[config.mk]
export PLATFORM = sky130hd
export DESIGN_NAME = bblur_ctrl
export DESIGN_NICKNAME = d
export VERILOG_FILES = /design/src/hw/rtl/bblur_pkg.sv /design/src/hw/rtl/bblur_ctrl.sv
export SDC_FILE = /design/constraint.sdc
export NUM_CORES = 1
export LEC_CHECK = 0
export BUFFER_PORTS_ARGS = -buffer_cell sky130_fd_sc_hd__buf_2
export CELL_PAD_IN_SITES_DETAIL_PLACEMENT = 0
export CELL_PAD_IN_SITES_GLOBAL_PLACEMENT = 1
export CORE_ASPECT_RATIO = 0.75
export CORE_MARGIN = 2
export CORE_UTILIZATION = 37
export DETAILED_ROUTE_END_ITERATION = 8
export PLACE_DENSITY = 0.68
export SLEW_MARGIN = 40
export SYNTH_ARGS = -nofsm -noshare
export SYNTH_HDL_FRONTEND = slang
export SYNTH_SLANG_ARGS = --single-unit
[constraint.sdc]
create_clock -name clk -period 4.65 [get_ports clk]
set_input_delay 0.465 -clock clk [delete_from_list [all_inputs] [get_ports clk]]
set_output_delay 0.465 -clock clk [all_outputs]
set_load 0.01 [all_outputs]
[src/hw/rtl/bblur_pkg.sv]
// Shared constants, command and status types of the 3x3 box blur block.
package bblur_pkg;

    localparam int MAX_WIDTH  = 1024;
    localparam int MAX_HEIGHT = 4096;

    // Widths of the configuration registers and the configuration port.
    localparam int WID_W      = 11;
    localparam int HGT_W      = 13;
    localparam int CFG_IDX_W  = 1;
    localparam int CFG_DATA_W = 13;

    // Register indexes on the configuration port.
    localparam logic [CFG_IDX_W-1:0] REG_IMAGE_WIDTH  = 1'b0;
    localparam logic [CFG_IDX_W-1:0] REG_IMAGE_HEIGHT = 1'b1;

    // Position counters: the row count runs into the second row past the frame while draining.
    localparam int COL_W = $clog2(MAX_WIDTH);
    localparam int ROW_W = $clog2(MAX_HEIGHT + 2);

    // Pixel and arithmetic widths.
    localparam int CH_W   = 8;
    localparam int PIX_W  = 3 * CH_W;
    localparam int SUM_W  = CH_W + 4;
    localparam int DIV_W  = SUM_W + 1;
    localparam int CNT_W  = 4;
    localparam int DEN_W  = CNT_W + 1;
    localparam int STEP_W = $clog2(CH_W);

    typedef struct packed {
        logic             load_pix;
        logic             ram_rd;
        logic             ram_wr;
        logic             shift_win;
        logic             sum_load;
        logic             div_step;
        logic [STEP_W-1:0] div_shift;
        logic             out_load;
        logic [2:0]       row_ok;
        logic [2:0]       col_ok;
        logic [CNT_W-1:0] count;
        logic             last;
        logic [COL_W-1:0] col;
    } bb_cmd_t;

    typedef struct packed {
        logic out_free;
    } bb_stat_t;

endpackage

[src/hw/rtl/bblur_ctrl.sv]
// Controller of the box blur: frame position, configuration and request sequencing.
module bblur_ctrl (
    input  logic                            clk,
    input  logic                            rst_n,
    input  logic                            in_valid,
    output logic                            in_ready,
    input  logic                            cfg_write,
    input  logic [bblur_pkg::CFG_IDX_W-1:0]  cfg_index,
    input  logic [bblur_pkg::CFG_DATA_W-1:0] cfg_data,
    input  bblur_pkg::bb_stat_t             stat,
    output bblur_pkg::bb_cmd_t              cmd
);
    import bblur_pkg::*;

    typedef enum logic [4:0] {
        S_IDLE = 5'b00001,
        S_READ = 5'b00010,
        S_SUM  = 5'b00100,
        S_DIV  = 5'b01000,
        S_PUT  = 5'b10000
    } state_t;

    state_t            state_reg, state_next;
    logic [COL_W-1:0]  col_reg, col_next;
    logic [ROW_W-1:0]  row_reg, row_next;
    logic [WID_W-1:0]  width_reg, width_next;
    logic [HGT_W-1:0]  height_reg, height_next;
    logic              up_reg, up_next;
    logic              dn_reg, dn_next;
    logic              left_reg, left_next;
    logic              right_reg, right_next;
    logic [CNT_W-1:0]  count_reg, count_next;
    logic              last_reg, last_next;
    logic [STEP_W-1:0] step_reg, step_next;

    logic              accept;
    logic [WID_W-1:0]  w_eff;
    logic [HGT_W-1:0]  h_eff;
    logic              emit;
    logic [ROW_W-1:0]  ro;
    logic [COL_W-1:0]  co;
    logic [ROW_W:0]    ro_inc;
    logic [COL_W:0]    co_inc;
    logic [COL_W:0]    col_inc;
    logic              up, dn, left, right, last;
    logic [1:0]        rows_n, cols_n;

    assign in_ready = (state_reg == S_IDLE);
    assign accept   = in_valid && in_ready;

    // A dimension of zero acts as one, and one beyond the maximum as the maximum.
    always_comb
    begin
        if (width_reg == '0)
        begin
            w_eff = WID_W'(1);
        end
        else if (width_reg > WID_W'(MAX_WIDTH))
        begin
            w_eff = WID_W'(MAX_WIDTH);
        end
        else
        begin
            w_eff = width_reg;
        end
        if (height_reg == '0)
        begin
            h_eff = HGT_W'(1);
        end
        else if (height_reg > HGT_W'(MAX_HEIGHT))
        begin
            h_eff = HGT_W'(MAX_HEIGHT);
        end
        else
        begin
            h_eff = height_reg;
        end
    end

    // Position of the pixel that leaves the window centre with this request.
    always_comb
    begin
        emit = (row_reg >= ROW_W'(2)) || ((row_reg == ROW_W'(1)) && (col_reg != '0));
        if (col_reg != '0)
        begin
            ro = row_reg - ROW_W'(1);
            co = col_reg - COL_W'(1);
        end
        else
        begin
            ro = row_reg - ROW_W'(2);
            co = COL_W'(w_eff - WID_W'(1));
        end
        ro_inc  = {1'b0, ro} + (ROW_W+1)'(1);
        co_inc  = {1'b0, co} + (COL_W+1)'(1);
        col_inc = {1'b0, col_reg} + (COL_W+1)'(1);
        up      = (ro != '0);
        dn      = ro_inc < (ROW_W+1)'(h_eff);
        left    = (co != '0);
        right   = co_inc < (COL_W+1)'(w_eff);
        last    = !dn && !right;
        rows_n  = 2'd1 + {1'b0, up} + {1'b0, dn};
        cols_n  = 2'd1 + {1'b0, left} + {1'b0, right};
    end

    always_comb
    begin
        state_next  = state_reg;
        col_next    = col_reg;
        row_next    = row_reg;
        width_next  = width_reg;
        height_next = height_reg;
        up_next     = up_reg;
        dn_next     = dn_reg;
        left_next   = left_reg;
        right_next  = right_reg;
        count_next  = count_reg;
        last_next   = last_reg;
        step_next   = step_reg;

        case (state_reg)
            S_IDLE:
            begin
                if (accept)
                begin
                    state_next = S_READ;
                end
            end
            S_READ:
            begin
                up_next    = up;
                dn_next    = dn;
                left_next  = left;
                right_next = right;
                count_next = CNT_W'(rows_n) * CNT_W'(cols_n);
                last_next  = last;
                if (emit && last)
                begin
                    col_next = '0;
                    row_next = '0;
                end
                else if (col_inc >= (COL_W+1)'(w_eff))
                begin
                    col_next = '0;
                    row_next = row_reg + ROW_W'(1);
                end
                else
                begin
                    col_next = COL_W'(col_inc);
                end
                state_next = emit ? S_SUM : S_IDLE;
            end
            S_SUM:
            begin
                step_next  = STEP_W'(CH_W - 1);
                state_next = S_DIV;
            end
            S_DIV:
            begin
                step_next = step_reg - STEP_W'(1);
                if (step_reg == '0)
                begin
                    state_next = S_PUT;
                end
            end
            S_PUT:
            begin
                if (stat.out_free)
                begin
                    state_next = S_IDLE;
                end
            end
            default:
            begin
                state_next = S_IDLE;
            end
        endcase

        // A register write restarts the frame.
        if (cfg_write)
        begin
            case (cfg_index)
                REG_IMAGE_WIDTH:
                begin
                    width_next = cfg_data[WID_W-1:0];
                    col_next   = '0;
                    row_next   = '0;
                end
                REG_IMAGE_HEIGHT:
                begin
                    height_next = cfg_data[HGT_W-1:0];
                    col_next    = '0;
                    row_next    = '0;
                end
                default:
                begin
                    width_next = width_reg;
                end
            endcase
        end
    end

    always_ff @(posedge clk or negedge rst_n)
    begin
        if (!rst_n)
        begin
            state_reg  <= S_IDLE;
            col_reg    <= '0;
            row_reg    <= '0;
            width_reg  <= WID_W'(1024);
            height_reg <= HGT_W'(768);
            up_reg     <= 1'b0;
            dn_reg     <= 1'b0;
            left_reg   <= 1'b0;
            right_reg  <= 1'b0;
            count_reg  <= CNT_W'(1);
            last_reg   <= 1'b0;
            step_reg   <= '0;
        end
        else
        begin
            state_reg  <= state_next;
            col_reg    <= col_next;
            row_reg    <= row_next;
            width_reg  <= width_next;
            height_reg <= height_next;
            up_reg     <= up_next;
            dn_reg     <= dn_next;
            left_reg   <= left_next;
            right_reg  <= right_next;
            count_reg  <= count_next;
            last_reg   <= last_next;
            step_reg   <= step_next;
        end
    end

    always_comb
    begin
        cmd.load_pix  = accept;
        cmd.ram_rd    = accept;
        cmd.ram_wr    = (state_reg == S_READ);
        cmd.shift_win = (state_reg == S_READ);
        cmd.sum_load  = (state_reg == S_SUM);
        cmd.div_step  = (state_reg == S_DIV);
        cmd.div_shift = step_reg;
        cmd.out_load  = (state_reg == S_PUT) && stat.out_free;
        cmd.row_ok    = {dn_reg, 1'b1, up_reg};
        cmd.col_ok    = {right_reg, 1'b1, left_reg};
        cmd.count     = count_reg;
        cmd.last      = last_reg;
        cmd.col       = col_reg;
    end

    a_accept_read: assert property (@(posedge clk) disable iff (!rst_n)
        accept |=> (state_reg == S_READ))
        else $error("accepted request did not move on to the line store read");

    a_put_free: assert property (@(posedge clk) disable iff (!rst_n)
        cmd.out_load |-> stat.out_free)
        else $error("result loaded while the output register still held one");

    a_div_end: assert property (@(posedge clk) disable iff (!rst_n)
        ((state_reg == S_DIV) && (step_reg == '0)) |=> (state_reg == S_PUT))
        else $error("division did not finish after its last step");

    a_count: assert property (@(posedge clk) disable iff (!rst_n)
        (state_reg == S_SUM) |-> ((count_reg == CNT_W'(1)) || (count_reg == CNT_W'(2)) ||
                                  (count_reg == CNT_W'(3)) || (count_reg == CNT_W'(4)) ||
                                  (count_reg == CNT_W'(6)) || (count_reg == CNT_W'(9))))
        else $error("neighbour count is not a valid window size");

endmodule

==> results of run 1 <==
-- layer usage --
metal	GRT usage, %	up-vias	part of all wire, %
li1	-	2594	-
met1	29.6	2556	50
met2	31.0	139	44
met3	4.46	8	6.1
met4	2.55	0	0.50
met5	0	-	0
-- worst min-delay path by stage --
stage / startpoint / to / depth (start not counted)
2_1_floorplan: rst_n / col_reg[0] / 0
3_3_place_gp: count_reg[3] / count_reg[3] / 2
3_5_place_dp: count_reg[3] / count_reg[3] / 2
4_1_cts: in_valid / state_reg[0] / 2
5_1_grt: rst_n / count_reg[1] / 2
6_report: rst_n / row_reg[5] / 2
-- synth_stat cells, types with 3 or more instances --
master	count
dfrtp_1	59
and2_1	8
a21oi_1	16
and3_1	10
xor2_1	14
dfstp_2	5
clkbuf_1	25
a31oi_1	7
or2_2	6
o21a_1	6
nand3_1	27
nor4b_1	4
xnor2_1	23
nand2_1	86
nand3b_1	5
nand4_1	10
ha_1	53
o211ai_1	5
o31ai_1	4
or3_1	8
o21ai_1	10
inv_1	24
o22ai_1	7
nor2b_1	10
nand2b_1	5
buf_4	12
a21o_1	11
a22o_1	8
nor4_1	9
a211o_1	3
nor3b_1	7
buf_1	3
nor2_1	43
o21ai_0	21
a221oi_1	4
nor3_1	21
mux2i_1	7
mux2_2	25
-- critical path: stages (launching register included) --
cell and delay, ps:
dfrtp_1 370, or4_4 570, nor3_4 270, buf_6 140, mux2i_4 230, ha_2 220, nand3_2 60, nand4b_1 250
nor3_2 280, xnor2_1 160, ha_1 280, nand3_2 80, o22ai_1 80, o21a_1 200, o21ai_2 150, nand3_2 120
a31oi_4 210, inv_2 90, a311o_2 470, buf_4 170, buf_6 110, o21ai_2 130
-- through the flow --
step	instances	hold WS (ps)	cell area [um^2]	utilization, %	TNS [ps]
floorplan	656	169	5650	-	-177
global placement	950	453	6600	45.2	-4130
detailed placement	950	462	6600	45.2	-4940
CTS	967	362	7000	48.0	-402
global route	973	282	7220	49.5	-5840
finish	973	231	7220	49.5	-1050
-- cells by family (layout without fill, tap and decap cells) --
logic type / after synthesis / after routing / share of synthesized area (%)
buf+inv: 68 / 185 / 5.55
flops: 64 / 64 / 28.8
simple gates: 272 / 272 / 25.3
other cells: 1 / 2 / 0.0671
compound gates: 127 / 127 / 16.0
xor+xnor: 38 / 38 / 6.09
mux: 32 / 32 / 6.29
fa+ha+maj: 53 / 53 / 11.9
-- what timing repair did --
action                                  4_1_cts  5_1_grt
endpoints found under the setup margin       25       27
cloned                                        0        0
setup buffers                                 4        7
gates resized for setup                      25       34
pin swaps                                    17       37
hold buffers                                  0        0
-- final cells by class --
class                   instances  area (um^2)
fillers                      1390         7370
clock inverters                 3         17.5
inverters                      25         93.8
multi-input cells             524         4010
clock buffers                  12          256
repair buffers                145          987
flip-flops and latches         64         1610
well taps                     200          250
-- layout by cell type, fill, tap and decap left out, types with 7 or more instances in the layout --
cell type  count
buf_4         92
nand2_1       82
dfrtp_1       59
buf_2         48
ha_1          47
nor2_1        39
mux2_2        25
inv_1         23
xnor2_1       21
nand3_1       20
nor3_1        17
o21ai_0       16
a21oi_1       14
xor2_1        13
a21o_1        11
nand4_1       10
nor2b_1        9
o21ai_1        9
and3_1         9
clkbuf_16      9
or3_1          8
nor4_1         8
and2_1         8
a22o_1         8
a31oi_1        7
o22ai_1        7
==> flow_metrics.env, run 1 <==
export IMPL_synth_seq_area_share_pct=28.8
export IMPL_crit_arrival_ps=5010
export IMPL_synth_area_top_cells="dfrtp_1, ha_1, nand2_1"
export IMPL_clock_latency_ps=320
export IMPL_tightestPinTransition_ps=790
export IMPL_clkTransAtPathRegs_ps=60
export IMPL_via_count=5297
export IMPL_initial_core_util_pct=38.3
export IMPL_setup_viol=16
export IMPL_slew_limit_headroom_pct=47.0
export IMPL_r2r_start="col_reg[2]"
export IMPL_final_net_count=841
export IMPL_rows=38
export IMPL_dp_hpwl_mm=12.8
export IMPL_gr_usage_all_layers_pct=20.2
export IMPL_synthesis_area_mm2=0.00559
export IMPL_synth_seq_cells=64
export IMPL_pre_cts_slack_ps=-375
export IMPL_setup_slack_ps=-117
export IMPL_run_status="finished, violations left"
export IMPL_die_span_x_um=146
export IMPL_post_route_drc_count=0
export IMPL_post_route_cells_drive_above_1_share_pct=33.2
export IMPL_synth_cell_type_count=74
export IMPL_timing_hold_violations_final=0
export IMPL_synth_edf_count=0
export IMPL_cts_num_sinks=64
export IMPL_share_of_yosys_cell_area_claimed_by_the_top_area_cell_type_pct=26.4
export IMPL_finalCritPeriodShare_pct=103
export IMPL_globalRouteOverflowTotal=0
export IMPL_cts_htree_levels=3
export IMPL_die_h_um=110
export IMPL_gp_routability_congestion=0.938
export IMPL_worst_setup_path_endpoint="col_reg[4]"
export IMPL_cell_type_with_the_highest_aggregate_area_in_the_netlist="dfrtp_1"
export IMPL_endpoint_kind="flop"
export IMPL_regToRegSetupSlack_ps=-120
export IMPL_finalClockSkew_ps=6.92
export IMPL_avgSynthCellArea_um2=8.53
export IMPL_cts_root_buf="clkbuf_16"
export IMPL_critPathLaunch="col_reg[2]"
export IMPL_cap_viol_max_count=0
export IMPL_antenna_violations_before_repair=0
export IMPL_crit_path_max_fanout=8
export IMPL_post_drt_via_cell_ratio=5.44
export IMPL_route_detailed_wl_per_inst_um=17.0
export IMPL_timing_critical_path_from_type="flop"
export IMPL_first_global_vias=5159
export IMPL_finalMaxSlewViolations=0
export IMPL_worstPathRequired_ps=4900
export IMPL_violated_checks="setup timing"
export IMPL_grt_setup_unrepaired="true"
export IMPL_port_buffer_count=48
export IMPL_core_area_mm2=0.0146
export IMPL_critPathKind="flop to flop"
export IMPL_wire_length_of_the_first_global_routing_pass_mm=26.6
export IMPL_ant_nets=0
export IMPL_worst_r2r_path_depth=21
export IMPL_number_of_cts_inserted_buffers=9
export IMPL_fmax_ghz=0.210
export IMPL_timing_final_crit_period_ps=4770
export IMPL_maximum_number_of_pins_on_one_net_before_global_route_repair=65
export IMPL_synth_yosys_warnings=0
export IMPL_fp_dieArea_mm2=0.0161
export IMPL_drt_iter0_markers=218
export IMPL_drt_pre_antenna_iters=5
export IMPL_tritoncts="done"
export IMPL_clock_tree_buffer_depth=2
export IMPL_number_of_diodes=0
export IMPL_timing_rr_end="col_reg[4]"
export IMPL_syn2layout_area_growth_pct=29.2
export IMPL_worst_hold_path_type="input pin to async pin"
export IMPL_ys_dominant_reg_cell="dfrtp_1"
export IMPL_design_portCount=51
export IMPL_ffs_w_async_s_r_synth_pct=100
export IMPL_synthCells=655
export IMPL_wl_mm=16.5
Power of run 1 is not shown: default switching activity piles up to over one toggle a cycle in this logic, so the estimate is an artifact.
==> run 2: changes to the inputs <==
--- a/config.mk
+++ b/config.mk
@@ -10,9 +10,9 @@
 export CELL_PAD_IN_SITES_GLOBAL_PLACEMENT = 1
 export CORE_ASPECT_RATIO = 0.75
 export CORE_MARGIN = 2
-export CORE_UTILIZATION = 37
+export CORE_UTILIZATION = 42
 export DETAILED_ROUTE_END_ITERATION = 8
-export PLACE_DENSITY = 0.68
+export PLACE_DENSITY = 0.76
 export SLEW_MARGIN = 40
 export SYNTH_ARGS = -nofsm -noshare
 export SYNTH_HDL_FRONTEND = slang
==> run 2 against run 1 <==
  * Core utilization rose by 7.2 points
  * Sequential share of layout area fell by 0.38 points
  * Largest cell class unchanged
  * Register-to-register slack got worse by 70 ps
  * Fmax fell by 1.5%
  * First-iteration DRC count rose by 86%
  * Design area rose by 1.7%
  * The flow still finishes with violations (setup timing)
  * Clock skew rose by 3.3 ps
  * Final cell count fell by 1.7%
==> flow_metrics.env, run 2 (same netlist as run 1, synthesis figures left out) <==
export IMPL_run_status="finished, violations left"
export IMPL_violated_checks="setup timing"
export IMPL_worstPathRequired_ps=4890
export IMPL_post_drt_via_cell_ratio=5.71
export IMPL_port_buffer_count=48
export IMPL_clkTransAtPathRegs_ps=60
export IMPL_finalClockSkew_ps=10.2
export IMPL_finalMaxSlewViolations=0
export IMPL_gr_usage_all_layers_pct=23.6
export IMPL_die_h_um=104
export IMPL_timing_critical_path_from_type="flop"
export IMPL_crit_arrival_ps=5080
export IMPL_grtUsageMet3_pct=4.78
export IMPL_initial_core_util_pct=43.1
export IMPL_cts_num_sinks=64
export IMPL_antenna_violations_before_repair=0
export IMPL_drt_iter0_markers=406
export IMPL_gp_routability_congestion=0.914
export IMPL_design_portCount=51
export IMPL_maximum_number_of_pins_on_one_net_before_global_route_repair=65
export IMPL_ant_nets=0
export IMPL_via_count=5456
export IMPL_post_route_drc_count=0
export IMPL_fillCellCount=1186
export IMPL_final_common_cell="buf_4"
export IMPL_number_of_diodes=0
export IMPL_worst_hold_path_type="input pin to async pin"
export IMPL_drt_pre_antenna_iters=5
export IMPL_wl_mm=16.8
export IMPL_globalRouteOverflowTotal=0
export IMPL_globalRouteMet1Util_pct=34.8
export IMPL_setup_slack_ps=-190
export IMPL_cts_root_buf="clkbuf_16"
export IMPL_endpoint_kind="flop"
export IMPL_hold_slack_ps=211
export IMPL_syn2layout_area_growth_pct=31.4
export IMPL_number_of_cts_inserted_buffers=9
export IMPL_timing_final_crit_period_ps=4840
export IMPL_area_taken_by_multi_input_logic_gates_mm2=0.00404
export IMPL_wire_length_of_the_first_global_routing_pass_mm=26.8
export IMPL_grt_setup_unrepaired="true"
export IMPL_regToRegSetupSlack_ps=-190
export IMPL_finalCritPeriodShare_pct=104
export IMPL_area_sequential_mm2=0.00161
export IMPL_grt_met2_usage_pct=36.0
export IMPL_busiest_layer="met2"
export IMPL_tritoncts="done"
export IMPL_critPathKind="flop to flop"
export IMPL_route_detailed_wl_per_inst_um=17.5
export IMPL_layout_cells_most_common_list="buf_4, nand2_1, dfrtp_1"
export IMPL_core_area_mm2=0.0130
export IMPL_die_span_x_um=137
export IMPL_dp_hpwl_mm=12.5
export IMPL_timing_hold_violations_final=0
export IMPL_post_route_cells_drive_above_1_share_pct=34.5
export IMPL_cts_htree_levels=3
export IMPL_fp_dieArea_mm2=0.0143
export IMPL_ctsHoldBuffers=0
export IMPL_final_net_count=852
export IMPL_fmax_ghz=0.207
export IMPL_tightestPinTransition_ps=866
export IMPL_cap_viol_max_count=0
export IMPL_crit_path_max_fanout=5
export IMPL_rows=36
export IMPL_clock_latency_ps=330
export IMPL_clock_tree_buffer_depth=2
export IMPL_slew_limit_headroom_pct=42.1
export IMPL_setup_viol=19
export IMPL_first_global_vias=5214
## run 2: changes by cell type in the layout (fill, tap and decap cells not counted), moves of 2 or more
cell | before | now
inv_6 | 0 | 2
ha_4 | 4 | 6
buf_4 | 92 | 94
buf_6 | 5 | 12
o21ai_1 | 9 | 13
mux2i_4 | 4 | 2
nand2_4 | 0 | 2
o21ai_2 | 6 | 2
## run 2: metrics by stage
stage / cell area [um^2] / TNS [ps] / std cells / setup WS (ps) / util, %
final: 7350 / -1710 / 956 / -190 / 56.6
after global routing: 7350 / -4550 / 956 / -310 / 56.6
after CTS: 7080 / -368 / 945 / -64.3 / 54.6
after detailed placement: 6550 / -3560 / 919 / -315 / 50.5
after global placement: 6550 / -2300 / 919 / -258 / 50.5
after floorplan: 5650 / -177 / 656 / -130 / -
## run 2: critical path, cell delays in order (launching register included)
cell	delay, ps
dfrtp_1	370
or4_4	580
nor3_4	300
buf_6	180
buf_6	110
mux2i_4	280
xor2_4	230
nor4b_4	260
xor2_1	220
ha_1	310
a21oi_2	150
o22ai_1	90
o21a_1	190
o21ai_2	170
nand3_2	130
a31oi_4	250
inv_4	80
a311o_2	370
or3_1	380
o21ai_1	90
## run 2: final timing paths
kind	depth (start not counted)	startpoint	to
setup / recovery	19	col_reg[5]	col_reg[0]
hold / removal	2	rst_n	count_reg[3]
setup reg to reg	19	col_reg[5]	col_reg[0]
hold reg to reg	2	count_reg[2]	count_reg[2]
max in group asynchronous	2	rst_n	height_reg[3]
min in group clk	2	in_valid	state_reg[0]
## run 2: metal layers
metal  vias to the layer above  part of all wire [%]
met2                       151                    46
met5                         -                     0
met4                         0                  0.84
li1                       2615                     -
met3                        15                   5.0
met1                      2675                    49
## run 2: repair_timing
action / CTS / global route
gates resized for setup: 31 / 39
endpoints found under the setup margin: 23 / 27
pin swaps: 24 / 35
cloned: 1 / 2
setup buffers: 9 / 10
## run 2: area by class of cell
| cell class | count | area share, % |
|---|---|---|
| clock buffers | 10 | 3.25 |
| clock inverters | 6 | 0.886 |
| inverters | 25 | 1.31 |
| multi-input cells | 525 | 55.0 |
| flip-flops and latches | 64 | 21.9 |
| well taps | 171 | 2.91 |
| repair buffers | 155 | 14.8 |
Power of run 2 is left out for the same reason.
